$ cat src/hdl/md5_pkg.sv
// Shared types, constants and round tables for the MD5 digest block.
package md5_pkg;

  // Sequencer states, one-hot.
  typedef enum logic [5:0] {
    ST_IDLE  = 6'b000001,
    ST_PAD   = 6'b000010,
    ST_READ  = 6'b000100,
    ST_ROUND = 6'b001000,
    ST_ADD   = 6'b010000,
    ST_OUT   = 6'b100000
  } md5_state_t;

  // Initial chaining values.
  localparam logic [31:0] INIT_A = 32'h67452301;
  localparam logic [31:0] INIT_B = 32'hefcdab89;
  localparam logic [31:0] INIT_C = 32'h98badcfe;
  localparam logic [31:0] INIT_D = 32'h10325476;

  // Padding marker byte and the byte position where the length field starts.
  localparam logic [7:0] PAD_MARK  = 8'h80;
  localparam logic [5:0] LEN_START = 6'd56;
  localparam logic [5:0] LAST_POS  = 6'd63;
  localparam logic [5:0] LAST_ROUND = 6'd63;
  localparam logic [1:0] LAST_LANE = 2'd3;
  localparam logic [1:0] LAST_WORD = 2'd3;

  // Additive constant of each round.
  function automatic logic [31:0] round_k(input logic [5:0] r);
    logic [31:0] k;
    unique case (r)
      6'd0:  k = 32'hd76aa478;  6'd1:  k = 32'he8c7b756;
      6'd2:  k = 32'h242070db;  6'd3:  k = 32'hc1bdceee;
      6'd4:  k = 32'hf57c0faf;  6'd5:  k = 32'h4787c62a;
      6'd6:  k = 32'ha8304613;  6'd7:  k = 32'hfd469501;
      6'd8:  k = 32'h698098d8;  6'd9:  k = 32'h8b44f7af;
      6'd10: k = 32'hffff5bb1;  6'd11: k = 32'h895cd7be;
      6'd12: k = 32'h6b901122;  6'd13: k = 32'hfd987193;
      6'd14: k = 32'ha679438e;  6'd15: k = 32'h49b40821;
      6'd16: k = 32'hf61e2562;  6'd17: k = 32'hc040b340;
      6'd18: k = 32'h265e5a51;  6'd19: k = 32'he9b6c7aa;
      6'd20: k = 32'hd62f105d;  6'd21: k = 32'h02441453;
      6'd22: k = 32'hd8a1e681;  6'd23: k = 32'he7d3fbc8;
      6'd24: k = 32'h21e1cde6;  6'd25: k = 32'hc33707d6;
      6'd26: k = 32'hf4d50d87;  6'd27: k = 32'h455a14ed;
      6'd28: k = 32'ha9e3e905;  6'd29: k = 32'hfcefa3f8;
      6'd30: k = 32'h676f02d9;  6'd31: k = 32'h8d2a4c8a;
      6'd32: k = 32'hfffa3942;  6'd33: k = 32'h8771f681;
      6'd34: k = 32'h6d9d6122;  6'd35: k = 32'hfde5380c;
      6'd36: k = 32'ha4beea44;  6'd37: k = 32'h4bdecfa9;
      6'd38: k = 32'hf6bb4b60;  6'd39: k = 32'hbebfbc70;
      6'd40: k = 32'h289b7ec6;  6'd41: k = 32'heaa127fa;
      6'd42: k = 32'hd4ef3085;  6'd43: k = 32'h04881d05;
      6'd44: k = 32'hd9d4d039;  6'd45: k = 32'he6db99e5;
      6'd46: k = 32'h1fa27cf8;  6'd47: k = 32'hc4ac5665;
      6'd48: k = 32'hf4292244;  6'd49: k = 32'h432aff97;
      6'd50: k = 32'hab9423a7;  6'd51: k = 32'hfc93a039;
      6'd52: k = 32'h655b59c3;  6'd53: k = 32'h8f0ccc92;
      6'd54: k = 32'hffeff47d;  6'd55: k = 32'h85845dd1;
      6'd56: k = 32'h6fa87e4f;  6'd57: k = 32'hfe2ce6e0;
      6'd58: k = 32'ha3014314;  6'd59: k = 32'h4e0811a1;
      6'd60: k = 32'hf7537e82;  6'd61: k = 32'hbd3af235;
      6'd62: k = 32'h2ad7d2bb;  6'd63: k = 32'heb86d391;
      default: k = 32'h0;
    endcase
    return k;
  endfunction

  // Left rotate amount of each round, by group and position within the group.
  function automatic logic [4:0] round_shift(input logic [5:0] r);
    logic [4:0] s;
    unique case ({r[5:4], r[1:0]})
      4'b0000: s = 5'd7;   4'b0001: s = 5'd12;
      4'b0010: s = 5'd17;  4'b0011: s = 5'd22;
      4'b0100: s = 5'd5;   4'b0101: s = 5'd9;
      4'b0110: s = 5'd14;  4'b0111: s = 5'd20;
      4'b1000: s = 5'd4;   4'b1001: s = 5'd11;
      4'b1010: s = 5'd16;  4'b1011: s = 5'd23;
      4'b1100: s = 5'd6;   4'b1101: s = 5'd10;
      4'b1110: s = 5'd15;  4'b1111: s = 5'd21;
      default: s = 5'd0;
    endcase
    return s;
  endfunction

  // Message word used by each round, modulo the sixteen words of a block.
  function automatic logic [3:0] msg_index(input logic [5:0] r);
    logic [3:0] i;
    unique case (r[5:4])
      2'd0:    i = r[3:0];
      2'd1:    i = 4'((r[3:0] << 2) + r[3:0] + 4'd1);
      2'd2:    i = 4'((r[3:0] << 1) + r[3:0] + 4'd5);
      2'd3:    i = 4'((r[3:0] << 3) - r[3:0]);
      default: i = 4'd0;
    endcase
    return i;
  endfunction

  // Left rotate of a 32-bit word.
  function automatic logic [31:0] rotl32(input logic [31:0] v, input logic [4:0] s);
    logic [63:0] t;
    t = {v, v} << s;
    return t[63:32];
  endfunction

endpackage

$ cat src/hdl/md5_ram.sv
// Generic single write port, single read port RAM with a registered read.
module md5_ram #(
  parameter int WIDTH = 32,
  parameter int DEPTH = 16
) (
  input  logic                     clk,
  input  logic                     we,
  input  logic [$clog2(DEPTH)-1:0] waddr,
  input  logic [WIDTH-1:0]         wdata,
  input  logic [$clog2(DEPTH)-1:0] raddr,
  output logic [WIDTH-1:0]         rdata
);

  logic [WIDTH-1:0] mem [DEPTH];

  // Write port and registered read port.
  always_ff @(posedge clk) begin
    if (we) begin
      mem[waddr] <= wdata;
    end
    rdata <= mem[raddr];
  end

endmodule

$ cat src/hdl/md5_message_digest.sv
// Top level of the MD5 digest engine over a byte stream.
//
// Input channel (s_*): one word per message byte. s_tdata carries the byte,
// s_tuser says whether the byte is present and s_tlast ends the message.
// Output channel (m_*): four digest words per message, word 0 first; the
// little-endian bytes of word i are digest bytes 4i to 4i+3.
// Bytes that do not complete a 64-byte block are taken one per cycle.
// A byte that completes a block is followed by compression: a read
// state, 64 rounds of the single round unit at one round a cycle, and
// an add state that folds the result into the chaining words.
// At end of message the padding bytes are written one per cycle (9 to 72
// of them) with one or two compressions, then the four words are offered.
// s_tready is low during the compression after a block fill, and
// from end of message until the last digest word is taken; a stalled
// receiver simply holds the block in that state.
// Reset (rst, synchronous) loads the initial chaining words and clears the
// byte position and bit count, leaving the block idle and ready. After the
// last digest word the same state is restored for the next message.
module md5_message_digest (
  input  logic        clk,
  input  logic        rst,
  input  logic        s_tvalid,
  output logic        s_tready,
  input  logic [7:0]  s_tdata,   // [7:0] data_byte
  input  logic        s_tuser,   // [0] byte_valid
  input  logic        s_tlast,   // end_of_message
  output logic        m_tvalid,
  input  logic        m_tready,
  output logic [31:0] m_tdata,   // [31:0] digest_word
  output logic [1:0]  m_tuser,   // [1:0] word_index
  output logic        m_tlast    // last_word
);

  md5_pkg::md5_state_t state, state_next;

  logic [31:0] chain [4];
  logic [31:0] wa, wb, wc, wd;
  logic [63:0] bit_count;
  logic [5:0]  byte_pos;
  logic [31:0] word_acc;
  logic [5:0]  round;
  logic [1:0]  out_idx;
  logic        pad_active;
  logic        pad_first;
  logic        len_phase;

  logic        in_fire;
  logic        out_fire;
  logic        put_en;
  logic [7:0]  put_byte;
  logic [31:0] acc_next;
  logic        ram_we;
  logic [5:0]  rd_round;
  logic [3:0]  rd_addr;
  logic [31:0] msg_word;
  logic [31:0] f_val;
  logic [31:0] round_sum;
  logic [31:0] b_new;

  assign in_fire  = s_tvalid && s_tready;
  assign out_fire = m_tvalid && m_tready;

  assign s_tready = (state == md5_pkg::ST_IDLE);
  assign m_tvalid = (state == md5_pkg::ST_OUT);
  assign m_tdata  = chain[out_idx];
  assign m_tuser  = out_idx;
  assign m_tlast  = (out_idx == md5_pkg::LAST_WORD);

  // Byte source: the message byte while idle, the padding bytes in ST_PAD.
  always_comb begin
    put_en   = 1'b0;
    put_byte = 8'h00;
    if (state == md5_pkg::ST_IDLE) begin
      put_en   = in_fire && s_tuser;
      put_byte = s_tdata;
    end else if (state == md5_pkg::ST_PAD) begin
      put_en = 1'b1;
      if (pad_first) begin
        put_byte = md5_pkg::PAD_MARK;
      end else if (!len_phase && byte_pos != md5_pkg::LEN_START) begin
        put_byte = 8'h00;
      end else begin
        put_byte = bit_count[{byte_pos[2:0], 3'b000} +: 8];
      end
    end
  end

  // Little-endian word assembly; a word goes to the buffer with its last byte.
  always_comb begin
    if (byte_pos[1:0] == 2'd0) begin
      acc_next = {24'h0, put_byte};
    end else begin
      acc_next = word_acc | ({24'h0, put_byte} << {byte_pos[1:0], 3'b000});
    end
  end

  assign ram_we = put_en && (byte_pos[1:0] == md5_pkg::LAST_LANE);

  // Read address runs one round ahead of the round unit.
  assign rd_round = (state == md5_pkg::ST_READ) ? 6'd0 : round + 6'd1;
  assign rd_addr  = md5_pkg::msg_index(rd_round);

  md5_ram #(
    .WIDTH(32),
    .DEPTH(16)
  ) u_block_ram (
    .clk   (clk),
    .we    (ram_we),
    .waddr (byte_pos[5:2]),
    .wdata (acc_next),
    .raddr (rd_addr),
    .rdata (msg_word)
  );

  // The shared round unit.
  always_comb begin
    unique case (round[5:4])
      2'd0:    f_val = (wb & wc) | (~wb & wd);
      2'd1:    f_val = (wb & wd) | (wc & ~wd);
      2'd2:    f_val = wb ^ wc ^ wd;
      2'd3:    f_val = wc ^ (wb | ~wd);
      default: f_val = 32'h0;
    endcase
    round_sum = wa + f_val + md5_pkg::round_k(round) + msg_word;
    b_new     = wb + md5_pkg::rotl32(round_sum, md5_pkg::round_shift(round));
  end

  // Sequencer.
  always_comb begin
    state_next = state;
    unique case (state)
      md5_pkg::ST_IDLE: begin
        if (put_en && byte_pos == md5_pkg::LAST_POS) begin
          state_next = md5_pkg::ST_READ;
        end else if (in_fire && s_tlast) begin
          state_next = md5_pkg::ST_PAD;
        end
      end
      md5_pkg::ST_PAD: begin
        if (byte_pos == md5_pkg::LAST_POS) begin
          state_next = md5_pkg::ST_READ;
        end
      end
      md5_pkg::ST_READ: begin
        state_next = md5_pkg::ST_ROUND;
      end
      md5_pkg::ST_ROUND: begin
        if (round == md5_pkg::LAST_ROUND) begin
          state_next = md5_pkg::ST_ADD;
        end
      end
      md5_pkg::ST_ADD: begin
        if (len_phase) begin
          state_next = md5_pkg::ST_OUT;
        end else if (pad_active) begin
          state_next = md5_pkg::ST_PAD;
        end else begin
          state_next = md5_pkg::ST_IDLE;
        end
      end
      md5_pkg::ST_OUT: begin
        if (out_fire && out_idx == md5_pkg::LAST_WORD) begin
          state_next = md5_pkg::ST_IDLE;
        end
      end
      default: state_next = md5_pkg::ST_IDLE;
    endcase
  end

  // Control and chaining state.
  always_ff @(posedge clk) begin
    if (rst) begin
      state      <= md5_pkg::ST_IDLE;
      chain[0]   <= md5_pkg::INIT_A;
      chain[1]   <= md5_pkg::INIT_B;
      chain[2]   <= md5_pkg::INIT_C;
      chain[3]   <= md5_pkg::INIT_D;
      bit_count  <= 64'h0;
      byte_pos   <= 6'd0;
      round      <= 6'd0;
      out_idx    <= 2'd0;
      pad_active <= 1'b0;
      pad_first  <= 1'b0;
      len_phase  <= 1'b0;
    end else begin
      state <= state_next;
      if (put_en) begin
        byte_pos <= byte_pos + 6'd1;
      end
      if (state == md5_pkg::ST_IDLE && in_fire) begin
        if (s_tuser) begin
          bit_count <= bit_count + 64'd8;
        end
        if (s_tlast) begin
          pad_active <= 1'b1;
          pad_first  <= 1'b1;
        end
      end
      if (state == md5_pkg::ST_PAD) begin
        pad_first <= 1'b0;
        if (!pad_first && byte_pos == md5_pkg::LEN_START) begin
          len_phase <= 1'b1;
        end
      end
      if (state == md5_pkg::ST_READ) begin
        round <= 6'd0;
      end else if (state == md5_pkg::ST_ROUND) begin
        round <= round + 6'd1;
      end
      if (state == md5_pkg::ST_ADD) begin
        chain[0] <= chain[0] + wa;
        chain[1] <= chain[1] + wb;
        chain[2] <= chain[2] + wc;
        chain[3] <= chain[3] + wd;
      end
      if (out_fire) begin
        if (out_idx == md5_pkg::LAST_WORD) begin
          chain[0]   <= md5_pkg::INIT_A;
          chain[1]   <= md5_pkg::INIT_B;
          chain[2]   <= md5_pkg::INIT_C;
          chain[3]   <= md5_pkg::INIT_D;
          bit_count  <= 64'h0;
          byte_pos   <= 6'd0;
          out_idx    <= 2'd0;
          pad_active <= 1'b0;
          pad_first  <= 1'b0;
          len_phase  <= 1'b0;
        end else begin
          out_idx <= out_idx + 2'd1;
        end
      end
    end
  end

  // Working words and the partial buffer word.
  always_ff @(posedge clk) begin
    if (put_en) begin
      word_acc <= acc_next;
    end
    if (state == md5_pkg::ST_READ) begin
      wa <= chain[0];
      wb <= chain[1];
      wc <= chain[2];
      wd <= chain[3];
    end else if (state == md5_pkg::ST_ROUND) begin
      wa <= wd;
      wb <= b_new;
      wc <= wb;
      wd <= wc;
    end
  end

`ifndef NO_ASSERTIONS
  // The input and output sides are never open at the same time.
  a_sides_exclusive: assert property (@(posedge clk) disable iff (rst)
    !(s_tready && m_tvalid))
    else $error("input ready while digest word offered");

  // Compression always runs on a full block, so the position is zero meanwhile.
  a_pos_zero_in_rounds: assert property (@(posedge clk) disable iff (rst)
    (state == md5_pkg::ST_ROUND || state == md5_pkg::ST_ADD) |-> byte_pos == 6'd0)
    else $error("byte position not zero during compression");

  // The final round is followed by the chaining update.
  a_round_to_add: assert property (@(posedge clk) disable iff (rst)
    (state == md5_pkg::ST_ROUND && round == md5_pkg::LAST_ROUND)
      |=> state == md5_pkg::ST_ADD)
    else $error("compression did not end after the last round");

  // Digest words are offered only once the length has been written.
  a_out_after_len: assert property (@(posedge clk) disable iff (rst)
    m_tvalid |-> (len_phase && pad_active))
    else $error("digest offered before padding finished");

  // Taking the last word restores the start state for the next message.
  a_reinit: assert property (@(posedge clk) disable iff (rst)
    (out_fire && m_tlast) |=> (bit_count == 64'h0 && byte_pos == 6'd0
      && chain[0] == md5_pkg::INIT_A && s_tready))
    else $error("state not restored after digest");
`endif

endmodule

$ cat config.mk
export PLATFORM = sky130hd
export DESIGN_NAME = md5_message_digest
export DESIGN_NICKNAME = d
export VERILOG_FILES = /design/src/hdl/md5_pkg.sv /design/src/hdl/md5_ram.sv /design/src/hdl/md5_message_digest.sv
export SDC_FILE = /design/constraint.sdc
export NUM_CORES = 2
export LEC_CHECK = 0
export BUFFER_PORTS_ARGS = -buffer_cell sky130_fd_sc_hd__buf_4
export CAP_MARGIN = 20
export CORE_MARGIN = 2
export CORE_UTILIZATION = 45
export CTS_BUF_LIST = sky130_fd_sc_hd__clkbuf_2
export CTS_CLUSTER_DIAMETER = 80
export DETAILED_ROUTE_END_ITERATION = 16
export SETUP_SLACK_MARGIN = 0.3
export SYNTH_ARGS = -nofsm -noshare
export SYNTH_HDL_FRONTEND = slang
export SYNTH_HIERARCHICAL = 1
export SYNTH_SLANG_ARGS = --single-unit
$ cat constraint.sdc
create_clock -name clk -period 13.4 [get_ports clk]
set_input_delay 2.68 -clock clk [delete_from_list [all_inputs] [get_ports clk]]
set_output_delay 2.68 -clock clk [all_outputs]
set_load 0.1 [all_outputs]
==> impl_results.md <==
* Post-synth EDFFs at 736
* CTS tree: done
* Seq/Total Area, Yosys at 48.13%
* Final hold vios at 0
* Finished Layout Cells at 7,079
* Die Width at 353.7 µm
* Post-synth top area share at 40.16%
* Initial core utilization at 45.27%
* Final setup viols at 0
* Status: finished, final reports clean
* Rel. slew slack at 26.19%
* Synth Instances at 5,118
* Max Slew Vio Count at 0
* Setup TNS at 0 ps
* WHS Path Cells at 2
* Netlist Area Pre-Place at 55,030 µm²
* Worst Reg-to-Reg Cells at 32
* Drt drc at 0
* Total GRT Usage at 26.78%
* Cts repair resizes at 0
* Vias per cell at 5.973
* Post-synth top area cell: edfxtp_1
* CTS max path bufs at 4
* Initial antenna violation count at 2
* RSZ-0062 raised after global routing: false
* Async S/R FF share, synth at 0%
* Worst-Skew Late Latency at 1570 ps
* Leakage Power at 22.56 nW
* Crit path DAT at 11,040 ps
* TritonCTS Sinks at 955
* Main synth FF type: edfxtp_1
* Worst slew pin tran at 1107 ps
* Wire length per cell at 23.95 µm
* Final wirelength at 169.5 mm
* Yosys cell types at 99
* Antenna viol nets, final at 0
* CTS Buf Count at 275
* Worst min-delay path category: reg2reg
* Area delta synth->final at 8.265%
* Vias in the first global route at 40,730
* Critical Path Max Stage Delay at 780 ps
* Via Count at 42,280
* Root Buffer: clkbuf_2
* Initial DRC count at 4,370
* First-pass GRT wire length at 254.8 mm
* HPWL Detailed at 114.1 mm
* CTS Hold Bufs at 0
* PortBufs at 50
* Setup repair bufs after CTS at 0
* Avg Cell Area, Syn at 10.75 µm²
* Io pins at 51
* FMAX at 102.4 MHz
* Num rows at 128
* Total core area at 121,600 µm²
* Clock skew at 178.0 ps
* Placer congestion estimate at 0.9598
* Dpl cells at 6,610
* Crit start category: register
* Die extent in y at 353.7 µm
* Max cap viols at 0
* Critical Path Fanout Max at 55
* Mapped Nets at 5,415
* Maximum vdd ir drop at 0.0001495 V
* Cell with the most instances after synthesis: edfxtp_1
* Yosys reg bits at 955
* Total Nets Final at 5,562
* Largest net degree at the start of global routing at 72
* CP endpoint kind: register
* Slowest stage cell, crit path: dfxtp_4
* Critical path class: reg2reg
* Final worst path period share at 72.87%
* Detailed Routing Iterations Pass 1 at 8
* Pwr dens at 182.2 nW/µm²
* Area of the die at 125,100 µm²
* Top post-synthesis cells by area: edfxtp_1 (40%), dfxtp_1 (8.0%), mux4_2 (7.4%)
* Total gr overflow at 0
* Minimum clock period at 9764 ps
* Clock Pin Slew Worst Setup and Hold Paths at 100 ps
* Share of layout cells above drive strength 1 at 16.41%
* Synth warnings at 6
* Required @ worst endpoint at 14,680 ps
* CTS HTree Levels at 5
* Synth top cells by count: edfxtp_1 (736), nand2_1 (707), nor2_1 (378)
[per-stage QoR]
stage | worst slack [ps] | power [mW] | cell area (µm²) | hold slack [ps] | util, %
6_report | 3636 | 10.86 | 59580 | 497.1 | 49.01
5_1_grt | 3211 | 11.57 | 59580 | 533.5 | 49.01
4_1_cts | 3759 | 10.87 | 59520 | 476.9 | 48.96
3_5_place_dp | 3775 | 8.724 | 57200 | 482.1 | 47.06
3_3_place_gp | 3918 | 8.672 | 57160 | 473.1 | 47.03
2_1_floorplan | 5327 | 7.411 | 55030 | 452.7 | -
[flip-flops by register name, indices dropped and copies added, names as in the netlist, named ones only]
name and count:
word_acc 32, wb 32, byte_pos 6, wa 32
pad_first 1, len_phase 1, m_tuser 2, state 6
pad_active 1, u_block_ram/rdata 32, bit_count 61, round 6
wd 32, chain 128, u_block_ram/mem 512, wc 32
[cell usage in the layout, fill, tap and decap left out, drive strengths merged, types with 31 or more instances in the layout]
cell type	synthesis	final
edfxtp	736	736
nand2	707	707
clkbuf	193	401
nor2	379	379
a21oi	340	340
o21ai	307	307
inv	240	248
dfxtp	219	219
ha	215	215
mux4	182	182
buf	75	137
xnor2	132	132
nand3	125	125
xor2	105	105
o211ai	105	105
a21o	93	93
a22oi	69	69
fa	68	68
nor3	68	68
mux2i	66	66
a211oi	56	56
clkinv	6	55
a31oi	49	49
nand2b	43	43
or2	42	42
or3	40	40
and3	40	40
mux2	37	37
nor2b	31	31
[worst max-delay path: cells and delay by family, from the launching register on]
| kind | cells | cell delay (ps) |
|---|---|---|
| flops | 1 | 780 |
| simple gates | 4 | 770 |
| xor+xnor | 2 | 420 |
| mux | 4 | 1340 |
| buf+inv | 2 | 640 |
| compound gates | 16 | 3590 |
| fa+ha+maj | 4 | 1930 |
[kinds of logic (layout without fill, tap and decap cells)]
group                      count (synthesis)  in the layout  share of synthesized area [%]
AOI/OAI and AO/OA                       1268           1268                          14.79
xor gates and xnor gates                 238            238                          3.813
adders and majority gates                284            284                          7.383
buffers and inverters                    514            844                          3.704
DFF                                      955            955                          48.13
muxes                                    285            285                          9.427
other                                      0              6                              0
and+or+nand+nor                         1574           1574                          12.75
[routing by layer]
metal  up-vias  track usage (%)  wire length, µm
li1      19400                -                -
met1     20720            35.86            71400
met2      1743            43.02            79940
met3       417            4.175            11340
met4         0            12.10             6829
met5         -                0                0
[layout make-up]
cell class | count | area [µm²]
sequential | 955 | 26490
clock buffer | 400 | 2002
fill | 11180 | 61980
clock inverter | 60 | 315.3
timing repair buffer | 138 | 1080
multi-input combinational | 3649 | 26710
inverter | 246 | 923.4
antenna | 6 | 15.01
tap | 1625 | 2033
[final timing paths]
kind	from	to	slack (ps)
setup reg to reg	round[4]	wb[31]	3640
hold reg to reg	chain[3][31]	chain[3][31]	500
setup / recovery	round[4]	wb[31]	3640
hold / removal	chain[3][31]	chain[3][31]	500
[power by group]
part | switching (mW) | internal [mW] | total [mW]
registers | 0.104 | 3.60 | 3.70
clock network | 1.27 | 0.848 | 2.11
logic | 3.06 | 1.98 | 5.04
Power figures use the tool's default switching activity.
